[src/rtl/core/ttb_ram.sv]
module ttb_ram #(
	parameter int WIDTH = 8,
	parameter int DEPTH = 256
) (
	input  logic                     clk,
	input  logic                     we,
	input  logic [$clog2(DEPTH)-1:0] waddr,
	input  logic [WIDTH-1:0]         wdata,
	input  logic                     re,
	input  logic [$clog2(DEPTH)-1:0] raddr,
	output logic [WIDTH-1:0]         rdata
);

	logic [WIDTH-1:0] mem [DEPTH];

	// Write port
	always_ff @(posedge clk) begin
		if (we) begin
			mem[waddr] <= wdata;
		end
	end

	// Registered read, held between reads
	always_ff @(posedge clk) begin
		if (re) begin
			rdata <= mem[raddr];
		end
	end

endmodule

[config.mk]
export PLATFORM = sky130hd
export DESIGN_NAME = ttb_ram
export DESIGN_NICKNAME = d
export VERILOG_FILES = /design/src/rtl/core/ttb_ram.sv
export SDC_FILE = /design/constraint.sdc
export NUM_CORES = 2
export LEC_CHECK = 0
export BUFFER_PORTS_ARGS = -buffer_cell sky130_fd_sc_hd__buf_4
export CORE_ASPECT_RATIO = 1.1
export CORE_MARGIN = 4
export CORE_UTILIZATION = 50
export DETAILED_ROUTE_END_ITERATION = 7
export GPL_TIMING_DRIVEN = 0
export PLACE_DENSITY = 0.71
export SLEW_MARGIN = 10
export SYNTH_ARGS = -nofsm -noshare
export SYNTH_HDL_FRONTEND = slang
export SYNTH_SLANG_ARGS = --single-unit
[constraint.sdc]
create_clock -name clk -period 3.3 [get_ports clk]
set_clock_uncertainty 0.2 [all_clocks]
set_input_delay 0.66 -clock clk [delete_from_list [all_inputs] [get_ports clk]]
set_output_delay 0.66 -clock clk [all_outputs]
set_load 0.02 [all_outputs]
==> qor.csv <==
metric,value,unit
status,finished with violations,
violations,setup timing,
final_nets,3996,
cts_max_path_buffers,3,
slowest_delay,0.75,ns
fp-row-count,153,
rsz0062_at_grt,true,
ios,35,
yosys-top-cells-area,"edfxtp_1, mux4_2, mux2i_1",
critical_path_class,in -> reg,
ys_warn_count,0,
period_minus_slack,3.47,ns
grt_max_degree,149,
initial_core_util,50.4,%
cp_max_fo,10,
synth_cell_type_count,54,
hold_viol_final,0,
dr_total_vias,41891,
coreArea,0.158,mm^2
ys.flop_type,edfxtp_1,
cp_data_arrival_time,3.75,ns
yosysTopAreaCellShare,77.5,%
tritoncts,yes,
antenna_found_initial,12,
synth_cells,3733,
antenna_left,0,
fp.dieW,389,um
cp-start-kind,input pin,
dp.cells,5864,
synthToLayoutAreaGrowth,13.3,%
relSlewSlack,11.0,%
cap_violations,0,
dieArea,0.166,mm^2
fmax,288,MHz
async_flop_share,0,%
finalSetupTns,-16.05,ns
cts_buffers,194,
final_common_cell,edfxtp_1,
min-delay-start,wdata[6],
synth-seq-area-share,77.5,%
numPortBuffers,27,
r2r-start,mem[83][5]$_DFFE_PP_,
wl_per_cell,37.1,um
hold-worst-slack,0.113,ns
die_h,427,um
yosys.area.top_type,edfxtp_1,
path_cells,"clkbuf_1, nor2b_1, clkbuf_1, nand4_1, clkbuf_2, nor2_2",
grt_overflow_total,0,
drtPass1Iterations,8,
drcViolationCount,0,
synth_edf_count,2056,
report.final.slew_viol_count,0,
hpwl,152000,um
fin_cells,6235,
power_leakage,27.7,nW
cts_max_level,4,
hp-class,in -> reg,
finalPower,54.2,mW
p_per_area,600,mW/mm^2
syn_avg_cell_area,21.3,um^2
final_cell_mix,"edfxtp_1, mux4_2, clkbuf_16",
critPathSlowestCell,clkbuf_2,
crit_required,3.59,ns
crit_top_cell,clkbuf_1,
clkLatencyLatePin,0.87,ns
clk_pin_slew_worst_paths,0.07,ns
cts_root_buffer,clkbuf_16,
synth_seq_cells,2056,
crit_buf_inv,3,
viasPerCell,6.72,
fin_crit_sh,105,%
cp-end-kind,flop,
grt.total_usage,28.0,%
synth_nets,3760,
layout_setup_ws,-0.167,ns
gp_congestion,1.01,
cp-startpoint,waddr[0],
vdd_ir_drop_max,0.000558,V
wl,231000,um
grt_pass1_wl,320000,um
netlist_area,0.0796,mm^2
tightest_slew,1.33,ns
critPathTopFamily,buffers and inverters,
drt_iter0_drc,7213,
drive_gt1_share,27.3,%
grt_pass1_vias,40663,
setup_viol,221,
clock_sinks,2056,
## where the power goes
| group | switching, mW | internal [mW] | total (mW) | leakage (nW) |
|---|---|---|---|---|
| Clock | 9.72 | 12.4 | 22.2 | 3.04 |
| Combinational | 2.20 | 1.01 | 3.21 | 6.16 |
| Sequential | 0.0157 | 28.8 | 28.8 | 18.5 |
| Total | 11.9 | 42.2 | 54.2 | 27.7 |
## per-layer routing
layer	part of all wire (%)	vias up	GRT usage (%)	routed length [um]
met5	0.0091	-	0	21
met4	6.6	4	16.1	15300
met3	13	669	9.16	30500
met2	46	3349	42.7	107000
met1	34	21652	35.7	78100
li1	-	16217	-	-
## state kept, by name (all words and copies together) (netlist names)
signal	flops
mem	2048
rdata	8
## Yosys cell counts, types with 2 or more instances
master / instances
and3b_1: 2
o21ai_0: 10
nand2_1: 33
buf_2: 31
nor4_1: 24
buf_4: 27
nor3_1: 22
nor4_2: 3
nor2_1: 282
nand3b_1: 2
a311oi_1: 2
buf_12: 8
a22o_1: 8
o211ai_1: 10
o22ai_1: 28
o22a_1: 5
a22oi_1: 133
a2111oi_1: 2
nand4_1: 10
a211oi_1: 16
o21ai_1: 2
a2111oi_0: 2
o32ai_1: 4
buf_1: 22
buf_8: 13
mux4_2: 454
clkbuf_1: 111
nand2b_1: 8
a31oi_1: 2
mux2i_1: 134
or2_2: 4
a21oi_1: 96
nand3_1: 34
a221oi_1: 13
buf_6: 21
edfxtp_1: 2056
nor2b_1: 31
and2_1: 6
o221ai_1: 46
mux4_1: 2
## kinds of logic (layout without fill, tap and decap cells)
family	after synthesis	in the layout	synth area share [%]
compound gates	385	385	3.42
buf+inv	235	635	1.83
flops	2056	2056	77.5
other cells	0	10	0
simple gates	466	466	2.63
mux	591	591	14.6
## metrics by stage
step	setup WS [ns]	area [um^2]	utilization, %
2_1_floorplan	0.364	79600	-
3_3_place_gp	-2.77	82500	52.1
3_5_place_dp	-2.45	82900	52.4
4_1_cts	0.000685	89700	56.7
5_1_grt	-0.0730	90200	57.0
6_report	-0.167	90200	57.1
## area by class of cell
cell class              instances  area [um^2]
inverters                       2         7.51
clock inverters               119         1110
diodes                         10         25.0
multi-input cells            1442        17300
clock buffers                 241         5160
plain buffers                 231         1670
well taps                    2092         2620
fillers                     11414        67900
repair buffers                 42          608
flip-flops and latches       2056        61700
## repair_timing
action | CTS | global route
hold buffers | 2 | 0
pin swaps | 1 | 5
resized for setup | 154 | 179
setup buffers | 1 | 0
endpoints found under the hold margin | 24 | 0
setup endpoints to repair | 32 | 688
## path summary, 6_finish.rpt
kind,end,slack [ns],depth (start not counted)
hold / removal,mem[169][6]$_DFFE_PP_,0.11,1
setup reg to reg,rdata[5]$_DFFE_PP_,0.26,6
hold reg to reg,rdata[5]$_DFFE_PP_,1.26,6
setup / recovery,mem[45][6]$_DFFE_PP_,-0.17,6
Note: power is estimated with default switching activity, not from simulation.
